`src/rtl/core/lsca_pkg.sv`:
```
// ----------------------------------------------------------------------------
// lsca_pkg
// Shared types, constants and helpers of the Lorentz-shift chi-square block.
// ----------------------------------------------------------------------------
package lsca_pkg;

  // Reset value of the tangent-per-tesla register, signed Q1.15 (about 0.08).
  localparam logic signed [15:0] TanPerTeslaReset = 16'sd2621;

  // Saturation value of the Q32.16 running sum.
  localparam logic [47:0] SumMax = 48'hFFFF_FFFF_FFFF;

  // The constant 1.0 at the Q.54 scale of the denominator.
  localparam logic [60:0] DenOne = {7'd1, 54'd0};

  // Quotient bits produced by the divider for each kind of division.
  localparam logic [5:0] DivStepsTan = 6'd23;
  localparam logic [5:0] DivStepsChi = 6'd48;

  typedef struct packed {
    logic signed [15:0] field_x;
    logic signed [15:0] field_y;
    logic signed [15:0] field_z;
    logic signed [23:0] meas_shift_x;
    logic signed [23:0] meas_shift_y;
    logic [23:0]        sigma_x;
    logic [23:0]        sigma_y;
    logic               last_item;
  } item_t;

  typedef struct packed {
    logic        start;
    logic [31:0] mcand;
    logic [31:0] mplier;
  } mul_req_t;

  typedef struct packed {
    logic        busy;
    logic [63:0] product;
  } mul_rsp_t;

  typedef struct packed {
    logic        start;
    logic [5:0]  steps;
    logic [60:0] rem_init;
    logic [60:0] divisor;
    logic [47:0] dividend;
  } div_req_t;

  typedef struct packed {
    logic        busy;
    logic [47:0] quotient;
  } div_rsp_t;

  typedef struct packed {
    logic        add;
    logic        force_sat;
    logic        zero_seen;
    logic        clear;
    logic [47:0] term;
  } acc_cmd_t;

  typedef struct packed {
    logic [47:0] sum;
    logic        zero_seen;
    logic        saturated;
  } acc_sts_t;

  // Magnitude of a signed 16-bit value; the most negative value maps to 32768.
  function automatic logic [15:0] mag16(input logic signed [15:0] v);
    logic [15:0] raw;
    raw = v;
    return v[15] ? 16'(~raw + 16'd1) : raw;
  endfunction

endpackage

```
`src/rtl/core/lsca_ser_mul.sv`:
```
// ----------------------------------------------------------------------------
// lsca_ser_mul
// Unsigned 32x32 shift-and-add multiplier, one multiplier bit per cycle.
// ----------------------------------------------------------------------------
module lsca_ser_mul import lsca_pkg::*; (
  input  logic     clk_i,
  input  logic     rst_ni,
  input  mul_req_t req_i,
  output mul_rsp_t rsp_o
);

  logic        busy_q;
  logic [4:0]  cnt_q;
  logic [31:0] mcand_q;
  logic [63:0] prod_q;
  logic [32:0] psum;

  // The upper half collects partial products while the multiplier shifts out below.
  assign psum = {1'b0, prod_q[63:32]} + (prod_q[0] ? {1'b0, mcand_q} : 33'd0);

  always_ff @(posedge clk_i or negedge rst_ni) begin
    if (!rst_ni) begin
      busy_q <= 1'b0;
      cnt_q  <= '0;
    end else if (req_i.start) begin
      busy_q <= 1'b1;
      cnt_q  <= 5'd31;
    end else if (busy_q) begin
      if (cnt_q == 5'd0) begin
        busy_q <= 1'b0;
      end
      cnt_q <= cnt_q - 5'd1;
    end
  end

  always_ff @(posedge clk_i) begin
    if (req_i.start) begin
      mcand_q <= req_i.mcand;
      prod_q  <= {32'd0, req_i.mplier};
    end else if (busy_q) begin
      prod_q <= {psum, prod_q[31:1]};
    end
  end

  assign rsp_o.busy    = busy_q;
  assign rsp_o.product = prod_q;

endmodule

```
`src/rtl/core/lsca_ser_div.sv`:
```
// ----------------------------------------------------------------------------
// lsca_ser_div
// Restoring radix-2 divider, one quotient bit per cycle, up to 48 bits.
// ----------------------------------------------------------------------------
module lsca_ser_div import lsca_pkg::*; (
  input  logic     clk_i,
  input  logic     rst_ni,
  input  div_req_t req_i,
  output div_rsp_t rsp_o
);

  logic        busy_q;
  logic [5:0]  cnt_q;
  logic [60:0] rem_q;
  logic [60:0] dsr_q;
  logic [47:0] dvd_q;
  logic [47:0] quo_q;
  logic [61:0] trial;
  logic [62:0] sub;
  logic        ge;

  // The partial remainder always stays below the divisor, so it fits 61 bits.
  assign trial = {rem_q, dvd_q[47]};
  assign sub   = {1'b0, trial} - {2'b00, dsr_q};
  assign ge    = ~sub[62];

  always_ff @(posedge clk_i or negedge rst_ni) begin
    if (!rst_ni) begin
      busy_q <= 1'b0;
      cnt_q  <= '0;
    end else if (req_i.start) begin
      busy_q <= 1'b1;
      cnt_q  <= req_i.steps - 6'd1;
    end else if (busy_q) begin
      if (cnt_q == 6'd0) begin
        busy_q <= 1'b0;
      end
      cnt_q <= cnt_q - 6'd1;
    end
  end

  always_ff @(posedge clk_i) begin
    if (req_i.start) begin
      rem_q <= req_i.rem_init;
      dsr_q <= req_i.divisor;
      dvd_q <= req_i.dividend;
      quo_q <= '0;
    end else if (busy_q) begin
      rem_q <= ge ? sub[60:0] : trial[60:0];
      quo_q <= {quo_q[46:0], ge};
      dvd_q <= {dvd_q[46:0], 1'b0};
    end
  end

  assign rsp_o.busy     = busy_q;
  assign rsp_o.quotient = quo_q;

endmodule

```
`src/rtl/core/lsca_accum.sv`:
```
// ----------------------------------------------------------------------------
// lsca_accum
// Saturating Q32.16 running sum with the zero-sigma and saturation flags.
// ----------------------------------------------------------------------------
module lsca_accum import lsca_pkg::*; (
  input  logic     clk_i,
  input  logic     rst_ni,
  input  acc_cmd_t cmd_i,
  output acc_sts_t sts_o
);

  logic [47:0] sum_q;
  logic        zero_q;
  logic        sat_q;
  logic [48:0] total;

  assign total = {1'b0, sum_q} + {1'b0, cmd_i.term};

  always_ff @(posedge clk_i or negedge rst_ni) begin
    if (!rst_ni) begin
      sum_q  <= '0;
      zero_q <= 1'b0;
      sat_q  <= 1'b0;
    end else if (cmd_i.clear) begin
      sum_q  <= '0;
      zero_q <= 1'b0;
      sat_q  <= 1'b0;
    end else begin
      if (cmd_i.force_sat) begin
        sum_q <= SumMax;
        sat_q <= 1'b1;
      end else if (cmd_i.add) begin
        // A carry out of the sum means it passed the largest Q32.16 value.
        if (total[48]) begin
          sum_q <= SumMax;
          sat_q <= 1'b1;
        end else begin
          sum_q <= total[47:0];
        end
      end
      if (cmd_i.zero_seen) begin
        zero_q <= 1'b1;
      end
    end
  end

  assign sts_o.sum       = sum_q;
  assign sts_o.zero_seen = zero_q;
  assign sts_o.saturated = sat_q;

endmodule

```
`src/rtl/core/lsca_ctrl.sv`:
```
// ----------------------------------------------------------------------------
// lsca_ctrl
// Sequencer that steps one measurement through the shared multiplier and
// divider, first for the x axis and then for the y axis.
// ----------------------------------------------------------------------------
module lsca_ctrl import lsca_pkg::*; (
  input  logic               clk_i,
  input  logic               rst_ni,
  input  item_t              item_i,
  input  logic               item_valid_i,
  input  logic signed [15:0] tan_per_tesla_i,
  input  logic               out_ready_i,
  input  mul_rsp_t           mul_rsp_i,
  input  div_rsp_t           div_rsp_i,
  output mul_req_t           mul_req_o,
  output div_req_t           div_req_o,
  output acc_cmd_t           acc_cmd_o,
  output logic               item_done_o,
  output logic               out_load_o
);

  localparam logic [3:0] StIdle = 4'd0;
  localparam logic [3:0] StP2   = 4'd1;
  localparam logic [3:0] StBz2  = 4'd2;
  localparam logic [3:0] StDen  = 4'd3;
  localparam logic [3:0] StTa   = 4'd4;
  localparam logic [3:0] StBb   = 4'd5;
  localparam logic [3:0] StTb   = 4'd6;
  localparam logic [3:0] StTdiv = 4'd7;
  localparam logic [3:0] StN2   = 4'd8;
  localparam logic [3:0] StD2   = 4'd9;
  localparam logic [3:0] StTerm = 4'd10;
  localparam logic [3:0] StFin  = 4'd11;

  logic [3:0]  state_q, state_d;
  logic        wait_q, wait_d;
  logic        axis_q, axis_d;

  logic [30:0] p2_q;
  logic [30:0] bz2_q;
  logic [60:0] den_q;
  logic [62:0] num_q;
  logic [30:0] bb_q;
  logic [24:0] diff_q;
  logic [47:0] n2_q;
  logic [47:0] d2_q;

  logic [15:0] ap, ax, ay, az;
  logic        ta_neg, tb_neg;
  logic [23:0] shift_sel;
  logic [23:0] sigma_sel;
  logic [62:0] ta_ext, tb_ext, num_abs;
  logic [24:0] tq, tan_s, diff_val, diff_abs_full;
  logic [23:0] diff_abs;
  logic        ovf;
  logic        mul_done;
  logic        div_done;
  logic        mul_op;
  logic [3:0]  mul_next;

  assign ap = mag16(tan_per_tesla_i);
  assign ax = mag16(item_i.field_x);
  assign ay = mag16(item_i.field_y);
  assign az = mag16(item_i.field_z);

  // The x numerator is p*By*2^27 + p^2*Bx*Bz and the y numerator is
  // p^2*By*Bz - p*Bx*2^27; products run on magnitudes and the signs ride along.
  assign ta_neg = axis_q ? ~(tan_per_tesla_i[15] ^ item_i.field_x[15])
                         : (tan_per_tesla_i[15] ^ item_i.field_y[15]);
  assign tb_neg = axis_q ? (item_i.field_y[15] ^ item_i.field_z[15])
                         : (item_i.field_x[15] ^ item_i.field_z[15]);

  assign shift_sel = axis_q ? item_i.meas_shift_y : item_i.meas_shift_x;
  assign sigma_sel = axis_q ? item_i.sigma_y : item_i.sigma_x;

  assign ta_ext  = {5'd0, mul_rsp_i.product[30:0], 27'd0};
  assign tb_ext  = {2'd0, mul_rsp_i.product[60:0]};
  assign num_abs = num_q[62] ? (~num_q + 63'd1) : num_q;

  // The tangent is truncated toward zero, so its sign is applied after the divide.
  assign tq            = {2'd0, div_rsp_i.quotient[22:0]};
  assign tan_s         = num_q[62] ? (~tq + 25'd1) : tq;
  assign diff_val      = tan_s - {shift_sel[23], shift_sel};
  assign diff_abs_full = diff_q[24] ? (~diff_q + 25'd1) : diff_q;
  assign diff_abs      = diff_abs_full[23:0];

  // The term reaches 2^48 exactly when diff^2 >= sigma^2 * 2^32.
  assign ovf = (d2_q[47:16] == 32'd0) && (n2_q >= {d2_q[15:0], 32'd0});

  assign mul_done = wait_q && !mul_rsp_i.busy;
  assign div_done = wait_q && !div_rsp_i.busy;

  always_comb begin
    state_d     = state_q;
    wait_d      = wait_q;
    axis_d      = axis_q;
    mul_req_o   = '0;
    div_req_o   = '0;
    acc_cmd_o   = '0;
    item_done_o = 1'b0;
    out_load_o  = 1'b0;
    mul_op      = 1'b0;
    mul_next    = StIdle;

    case (state_q)
      StIdle: begin
        if (item_valid_i) begin
          state_d = StP2;
          wait_d  = 1'b0;
          axis_d  = 1'b0;
        end
      end
      StP2: begin
        mul_op           = 1'b1;
        mul_next         = StBz2;
        mul_req_o.mcand  = {16'd0, ap};
        mul_req_o.mplier = {16'd0, ap};
      end
      StBz2: begin
        mul_op           = 1'b1;
        mul_next         = StDen;
        mul_req_o.mcand  = {16'd0, az};
        mul_req_o.mplier = {16'd0, az};
      end
      StDen: begin
        mul_op           = 1'b1;
        mul_next         = StTa;
        mul_req_o.mcand  = {1'b0, p2_q};
        mul_req_o.mplier = {1'b0, bz2_q};
      end
      StTa: begin
        mul_op           = 1'b1;
        mul_next         = StBb;
        mul_req_o.mcand  = {16'd0, ap};
        mul_req_o.mplier = {16'd0, (axis_q ? ax : ay)};
      end
      StBb: begin
        mul_op           = 1'b1;
        mul_next         = StTb;
        mul_req_o.mcand  = {16'd0, (axis_q ? ay : ax)};
        mul_req_o.mplier = {16'd0, az};
      end
      StTb: begin
        mul_op           = 1'b1;
        mul_next         = StTdiv;
        mul_req_o.mcand  = {1'b0, p2_q};
        mul_req_o.mplier = {1'b0, bb_q};
      end
      StTdiv: begin
        div_req_o.steps    = DivStepsTan;
        div_req_o.rem_init = {7'd0, num_abs[60:7]};
        div_req_o.divisor  = den_q;
        div_req_o.dividend = {num_abs[6:0], 41'd0};
        if (!wait_q) begin
          div_req_o.start = 1'b1;
          wait_d          = 1'b1;
        end else if (!div_rsp_i.busy) begin
          wait_d  = 1'b0;
          state_d = StN2;
        end
      end
      StN2: begin
        mul_op           = 1'b1;
        mul_next         = StD2;
        mul_req_o.mcand  = {8'd0, diff_abs};
        mul_req_o.mplier = {8'd0, diff_abs};
      end
      StD2: begin
        mul_op           = 1'b1;
        mul_next         = StTerm;
        mul_req_o.mcand  = {8'd0, sigma_sel};
        mul_req_o.mplier = {8'd0, sigma_sel};
      end
      StTerm: begin
        div_req_o.steps    = DivStepsChi;
        div_req_o.rem_init = {45'd0, n2_q[47:32]};
        div_req_o.divisor  = {13'd0, d2_q};
        div_req_o.dividend = {n2_q[31:0], 16'd0};
        acc_cmd_o.term     = div_rsp_i.quotient;
        if (sigma_sel == 24'd0) begin
          acc_cmd_o.zero_seen = 1'b1;
          state_d             = axis_q ? StFin : StTa;
          axis_d              = 1'b1;
        end else if (ovf) begin
          acc_cmd_o.force_sat = 1'b1;
          state_d             = axis_q ? StFin : StTa;
          axis_d              = 1'b1;
        end else if (!wait_q) begin
          div_req_o.start = 1'b1;
          wait_d          = 1'b1;
        end else if (!div_rsp_i.busy) begin
          acc_cmd_o.add = 1'b1;
          wait_d        = 1'b0;
          state_d       = axis_q ? StFin : StTa;
          axis_d        = 1'b1;
        end
      end
      StFin: begin
        if (!item_i.last_item) begin
          item_done_o = 1'b1;
          state_d     = StIdle;
        end else if (out_ready_i) begin
          item_done_o     = 1'b1;
          out_load_o      = 1'b1;
          acc_cmd_o.clear = 1'b1;
          state_d         = StIdle;
        end
      end
      default: begin
        state_d = StIdle;
        wait_d  = 1'b0;
      end
    endcase

    // Every multiply state issues once and then waits for the unit to finish.
    if (mul_op) begin
      if (!wait_q) begin
        mul_req_o.start = 1'b1;
        wait_d          = 1'b1;
      end else if (!mul_rsp_i.busy) begin
        wait_d  = 1'b0;
        state_d = mul_next;
      end
    end
  end

  always_ff @(posedge clk_i or negedge rst_ni) begin
    if (!rst_ni) begin
      state_q <= StIdle;
      wait_q  <= 1'b0;
      axis_q  <= 1'b0;
    end else begin
      state_q <= state_d;
      wait_q  <= wait_d;
      axis_q  <= axis_d;
    end
  end

  always_ff @(posedge clk_i) begin
    case (state_q)
      StP2: begin
        if (mul_done) p2_q <= mul_rsp_i.product[30:0];
      end
      StBz2: begin
        if (mul_done) bz2_q <= mul_rsp_i.product[30:0];
      end
      StDen: begin
        if (mul_done) den_q <= DenOne + mul_rsp_i.product[60:0];
      end
      StTa: begin
        if (mul_done) num_q <= ta_neg ? (~ta_ext + 63'd1) : ta_ext;
      end
      StBb: begin
        if (mul_done) bb_q <= mul_rsp_i.product[30:0];
      end
      StTb: begin
        if (mul_done) num_q <= tb_neg ? (num_q - tb_ext) : (num_q + tb_ext);
      end
      StTdiv: begin
        if (div_done) diff_q <= diff_val;
      end
      StN2: begin
        if (mul_done) n2_q <= mul_rsp_i.product[47:0];
      end
      StD2: begin
        if (mul_done) d2_q <= mul_rsp_i.product[47:0];
      end
      default: begin
      end
    endcase
  end

endmodule

```
`src/rtl/core/lorentz_shift_chi2_accumulator.sv`:
```
// ----------------------------------------------------------------------------
// lorentz_shift_chi2_accumulator
// Accumulates the chi-square of predicted against measured Lorentz shifts.
//
//   Channel   Direction  Handshake               Payload
//   cfg       in         cfg_we_i                cfg_wdata_i (tan per tesla)
//   in        in         in_valid_i / in_stall_o measurement fields, last_item_i
//   out       out        out_valid_o/out_stall_i chi2_total_o and two flags
//
// A measurement occupies the block from one transaction to the next; an axis
// whose uncertainty is zero or whose term overflows skips its term divide. The
// time is set by one bit-serial multiplier (13 products) and one radix-2 divider
// (one divide per tangent and one per term). Reset clears the running sum, its
// flags and both handshakes and restores the register, but not the output. The
// input stalls while a measurement is in work; a finished sum waits in the output
// register, and the block holds a final item only while it is full and stalled.
// ----------------------------------------------------------------------------
module lorentz_shift_chi2_accumulator import lsca_pkg::*; (
  input  logic               clk_i,
  input  logic               rst_ni,
  input  logic               cfg_we_i,
  input  logic [15:0]        cfg_wdata_i,
  input  logic               in_valid_i,
  output logic               in_stall_o,
  input  logic signed [15:0] field_x_i,
  input  logic signed [15:0] field_y_i,
  input  logic signed [15:0] field_z_i,
  input  logic signed [23:0] meas_shift_x_i,
  input  logic signed [23:0] meas_shift_y_i,
  input  logic [23:0]        sigma_x_i,
  input  logic [23:0]        sigma_y_i,
  input  logic               last_item_i,
  output logic               out_valid_o,
  input  logic               out_stall_i,
  output logic [47:0]        chi2_total_o,
  output logic               zero_sigma_seen_o,
  output logic               sum_saturated_o
);

  logic signed [15:0] tan_q;
  item_t              item_q;
  logic               buf_full_q;
  logic               accept;
  logic               out_valid_q;
  logic               out_ready;
  logic [47:0]        chi2_q;
  logic               zero_q;
  logic               sat_q;

  mul_req_t mul_req;
  mul_rsp_t mul_rsp;
  div_req_t div_req;
  div_rsp_t div_rsp;
  acc_cmd_t acc_cmd;
  acc_sts_t acc_sts;
  logic     item_done;
  logic     out_load;

  assign accept     = in_valid_i && !buf_full_q;
  assign in_stall_o = buf_full_q;
  assign out_ready  = !out_valid_q || !out_stall_i;

  always_ff @(posedge clk_i or negedge rst_ni) begin
    if (!rst_ni) begin
      tan_q       <= TanPerTeslaReset;
      buf_full_q  <= 1'b0;
      out_valid_q <= 1'b0;
    end else begin
      if (cfg_we_i) begin
        tan_q <= cfg_wdata_i;
      end
      if (accept) begin
        buf_full_q <= 1'b1;
      end else if (item_done) begin
        buf_full_q <= 1'b0;
      end
      if (out_load) begin
        out_valid_q <= 1'b1;
      end else if (!out_stall_i) begin
        out_valid_q <= 1'b0;
      end
    end
  end

  always_ff @(posedge clk_i) begin
    if (accept) begin
      item_q.field_x      <= field_x_i;
      item_q.field_y      <= field_y_i;
      item_q.field_z      <= field_z_i;
      item_q.meas_shift_x <= meas_shift_x_i;
      item_q.meas_shift_y <= meas_shift_y_i;
      item_q.sigma_x      <= sigma_x_i;
      item_q.sigma_y      <= sigma_y_i;
      item_q.last_item    <= last_item_i;
    end
    if (out_load) begin
      chi2_q <= acc_sts.sum;
      zero_q <= acc_sts.zero_seen;
      sat_q  <= acc_sts.saturated;
    end
  end

  lsca_ctrl u_ctrl (
    .clk_i           (clk_i),
    .rst_ni          (rst_ni),
    .item_i          (item_q),
    .item_valid_i    (buf_full_q),
    .tan_per_tesla_i (tan_q),
    .out_ready_i     (out_ready),
    .mul_rsp_i       (mul_rsp),
    .div_rsp_i       (div_rsp),
    .mul_req_o       (mul_req),
    .div_req_o       (div_req),
    .acc_cmd_o       (acc_cmd),
    .item_done_o     (item_done),
    .out_load_o      (out_load)
  );

  lsca_ser_mul u_mul (
    .clk_i  (clk_i),
    .rst_ni (rst_ni),
    .req_i  (mul_req),
    .rsp_o  (mul_rsp)
  );

  lsca_ser_div u_div (
    .clk_i  (clk_i),
    .rst_ni (rst_ni),
    .req_i  (div_req),
    .rsp_o  (div_rsp)
  );

  lsca_accum u_accum (
    .clk_i  (clk_i),
    .rst_ni (rst_ni),
    .cmd_i  (acc_cmd),
    .sts_o  (acc_sts)
  );

  assign out_valid_o       = out_valid_q;
  assign chi2_total_o      = chi2_q;
  assign zero_sigma_seen_o = zero_q;
  assign sum_saturated_o   = sat_q;

  // A measurement can only finish while its fields are still held.
  a_done_holds_item: assert property (@(posedge clk_i) disable iff (!rst_ni)
    item_done |-> buf_full_q)
    else $error("measurement finished without a held input");

  // A result is never written over one that has not been taken.
  a_load_has_room: assert property (@(posedge clk_i) disable iff (!rst_ni)
    out_load |-> out_ready)
    else $error("result loaded into a full output register");

  // The sequencer drives only one arithmetic unit at a time.
  a_units_exclusive: assert property (@(posedge clk_i) disable iff (!rst_ni)
    !(mul_rsp.busy && div_rsp.busy))
    else $error("multiplier and divider busy together");

  // After a transaction the input stays closed while that measurement is worked on.
  a_accept_closes: assert property (@(posedge clk_i) disable iff (!rst_ni)
    (in_valid_i && !in_stall_o) |=> in_stall_o)
    else $error("input not stalled after a transaction");

endmodule
```
`config.mk`:
```
export PLATFORM = sky130hd
export DESIGN_NAME = lorentz_shift_chi2_accumulator
export DESIGN_NICKNAME = d
export VERILOG_FILES = /design/src/rtl/core/lsca_pkg.sv /design/src/rtl/core/lsca_ser_mul.sv /design/src/rtl/core/lsca_ser_div.sv /design/src/rtl/core/lsca_accum.sv /design/src/rtl/core/lsca_ctrl.sv /design/src/rtl/core/lorentz_shift_chi2_accumulator.sv
export SDC_FILE = /design/constraint.sdc
export NUM_CORES = 2
export LEC_CHECK = 0
export BUFFER_PORTS_ARGS = -buffer_cell sky130_fd_sc_hd__buf_2
export CORE_ASPECT_RATIO = 0.7
export CORE_MARGIN = 5
export CORE_UTILIZATION = 45
export DETAILED_ROUTE_END_ITERATION = 12
export MAX_ROUTING_LAYER = met4
export REMOVE_ABC_BUFFERS = 1
export SYNTH_ARGS = -nofsm -noshare
export SYNTH_HDL_FRONTEND = slang
export SYNTH_SLANG_ARGS = --single-unit
```
`constraint.sdc`:
```
create_clock -name clk_i -period 6.9 [get_ports clk_i]
set_input_delay 2.07 -clock clk_i [delete_from_list [all_inputs] [get_ports clk_i]]
set_output_delay 2.07 -clock clk_i [all_outputs]
set_load 0.01 [all_outputs]
```
==> impl_metrics.json <==
{
  "cp_max_fo": 9,
  "drive_gt1_share_pct": 10.90,
  "worst_path_max_delay_cell": "a211oi_1",
  "dr.pass1.iters": 6,
  "timing.setup.tns_ns": 0,
  "synthToLayoutAreaGrowth_pct": 11.56,
  "vdd_drop_max_mv": 0.2171,
  "portBuffers": 217,
  "leakagePower_nw": 23.36,
  "timing.fmax_mhz": 152.8,
  "slew_headroom_pct": 23.66,
  "initial_utilization_pct": 45.35,
  "cts_tree": "built",
  "cp_common_cell": "o21ai_0",
  "met2WireLength_um": 67340,
  "yosysMostFrequentCell": "edfxtp_1",
  "yosysSeqAreaShare_pct": 49.45,
  "io_pins": 218,
  "via_per_inst": 6.063,
  "crit_type": "register to register",
  "syn_area_per_cell_sq_um": 10.44,
  "initialDrtViolationCount": 4596,
  "clk_latency_ns": 0.71,
  "synth_cell_types": 89,
  "path_cells": "inv_1 -> ha_1 -> or3b_1 -> or3_1 -> buf_4 -> nor2_1 -> nand2_1 -> o31ai_1 -> xor2_1 -> ha_1 -> a21o_1 -> a31oi_1 -> nand3_1 -> a211oi_1 -> o21ai_0 -> buf_4 -> o21ai_0 -> nor3_1 -> o21ai_0 -> mux2i_1 -> o211ai_1",
  "htree_levels": 3,
  "worst_ep_arrival_time_ns": 6.97,
  "grt_pass1_vias": 38360,
  "clock_skew_ns": 0.02929,
  "nets": 5661,
  "top_layer": "met4",
  "grt_pass1_wl_um": 253400,
  "antenna_found_initial": 7,
  "post-route-period-util_pct": 94.83,
  "post-route-util_pct": 50.59,
  "seq_area_sq_um": 26320,
  "fin_area_sq_um": 59350,
  "die_area_sq_um": 125300,
  "hold_buffers": 0,
  "drc_errors": 0,
  "yosysTopAreaCell": "edfxtp_1",
  "placed_area_sq_um": 56160,
  "worst_pin_slew_ns": 1.145,
  "period_minus_slack_ns": 6.543,
  "root_buffer": "clkbuf_16",
  "slew_viol_final": 0,
  "synth_edf_count": 750,
  "critPathLaunchType": "register",
  "place_ws_ns": 0.4655,
  "clkSinkCount": 917,
  "multi_input_area_sq_um": 25350,
  "dr_wl_met3_um": 17250,
  "routed_wl_um": 171700,
  "rsz0062_at_grt": "false",
  "yosys_warnings": 0,
  "ys_ff_latch": 917,
  "synthArstFlopShare_pct": 9.487,
  "netlist.area_leader.share_pct": 42.34,
  "cp.required_ns": 7.33,
  "worst_slack_ns": 0.3570,
  "place.gp.congestion": 0.9720,
  "critPathMaxStageDelay_ns": 0.62,
  "std_cell_rows": 105,
  "num-fill-cells": 10670,
  "vias": 41630,
  "cts_resized": 0,
  "cts_buffers": 92,
  "syn_inst": 5095,
  "wire_per_inst_um": 25.01,
  "dp_hpwl_um": 128000,
  "hold_path_class": "register to register",
  "core-area_sq_um": 117300,
  "setup_viol": 0,
  "ys.flop_type": "edfxtp_1",
  "clk_path_buf_depth": 3,
  "die_h_um": 297.7,
  "cp-end-kind": "register",
  "post_cts_buffers": 0,
  "p_per_area_nw_per_um2": 306.1,
  "status": "completed",
  "synthTopCellsByArea": "edfxtp_1 42%, ha_1 6.0%, xnor2_1 3.8%",
  "grt_max_degree": 146,
  "ant_nets": 0,
  "grt_overflow": 0,
  "grt_util_all_layers_pct": 27.29,
  "hold_violations": 0,
  "met1_length_um": 83280,
  "hold_ws_ns": 0.4545,
  "die_x_um": 421.0,
  "synth_common_cells": "750 x edfxtp_1, 423 x nand2_1, 372 x nor2_1",
  "max-cap-violations": 0,
  "clkTransAtPathRegs_ns": 0.06,
  "synth.cell_area_sq_um": 53200
}
[cell type report]
cell class	count	area share (%)
diodes	2	0.008433
inverters	178	1.134
clock buffers	112	4.195
flip-flops and latches	917	44.34
clock inverters	60	1.151
multi-input cells	3731	42.72
repair buffers	315	3.179
well taps	1551	3.270
[cell families (layout without fill, tap and decap cells)]
family | count (synthesis) | in the layout | share of synthesized area [%]
other cells | 0 | 2 | 0
compound gates | 1389 | 1389 | 16.95
buf+inv | 447 | 665 | 3.224
xor+xnor | 443 | 443 | 7.293
flops | 917 | 917 | 49.45
simple gates | 1448 | 1448 | 13.26
fa+ha+maj | 260 | 260 | 6.186
mux | 191 | 191 | 3.636
[layout by cell type (no fill, tap or decap), drive strengths merged, types with 33 or more instances in the layout]
master,n
a211oi,42
a21o,134
a21oi,325
a22o,34
a31oi,69
and2,59
and3,83
buf,315
clkbuf,112
clkinv,35
dfrtp,80
dfxtp,80
edfxtp,750
ha,255
inv,186
mux2i,173
nand2,423
nand2b,42
nand3,86
nand4,51
nor2,375
nor2b,46
nor3,86
nor4,43
o211ai,49
o21a,38
o21ai,311
o22ai,62
o31ai,70
or3,48
or4,33
xnor2,229
xor2,214
[worst max-delay path, delay by kind of cell (launching register included)]
kind                       cells  cell delay [ns]
AOI/OAI and AO/OA              8             2.54
DFF                            1             0.50
and+or+nand+nor                6             1.72
xor gates and xnor gates       1             0.18
muxes                          1             0.21
adders and majority gates      2             0.52
buffers and inverters          3             0.59
[flip-flops by register name, indices dropped and copies added (netlist names), 48 cells and up]
register	flops
chi2_total_o	48
u_div.dsr_q	61
u_mul.prod_q	64
u_ctrl.d2_q	48
u_div.rem_q	61
u_div.quo_q	48
u_ctrl.n2_q	48
u_ctrl.den_q	61
item_q	145
u_accum.sum_q	48
u_ctrl.num_q	63
[worst paths after layout]
kind                             startpoint          endpoint  slack, ns  cells past startpoint
min in group asynchronous            rst_ni         tan_q[15]       1.41                      1
setup / recovery            u_mul.prod_q[1]  u_ctrl.num_q[61]       0.36                     21
setup reg to reg            u_mul.prod_q[1]  u_ctrl.num_q[61]       0.36                     21
hold / removal             u_mul.prod_q[63]  u_mul.prod_q[63]       0.45                      2
hold reg to reg            u_mul.prod_q[63]  u_mul.prod_q[63]       0.45                      2
max in group asynchronous            rst_ni      u_mul.busy_q       4.52                      2
[layer usage]
layer | GRT usage (%) | vias to the layer above
met5 | - | -
met4 | 5.860 | 0
met3 | 6.692 | 228
met2 | 35.40 | 1785
met1 | 42.43 | 20290
li1 | - | 19330
[through the flow]
step	power [mW]	instances
finish	18.16	6866
global route	18.95	6864
CTS	18.06	6864
detailed placement	12.72	6692
global placement	12.72	6692
floorplan	10.64	4826
[report_power, final]
part	leakage, nW	internal, mW	total, mW	switching (mW)
Combinational	12.9	2.02	5.69	3.67
Sequential	8.91	6.66	7.15	0.490
Clock	1.54	3.01	5.33	2.32
No activity file was read; power rests on OpenSTA's default activity.
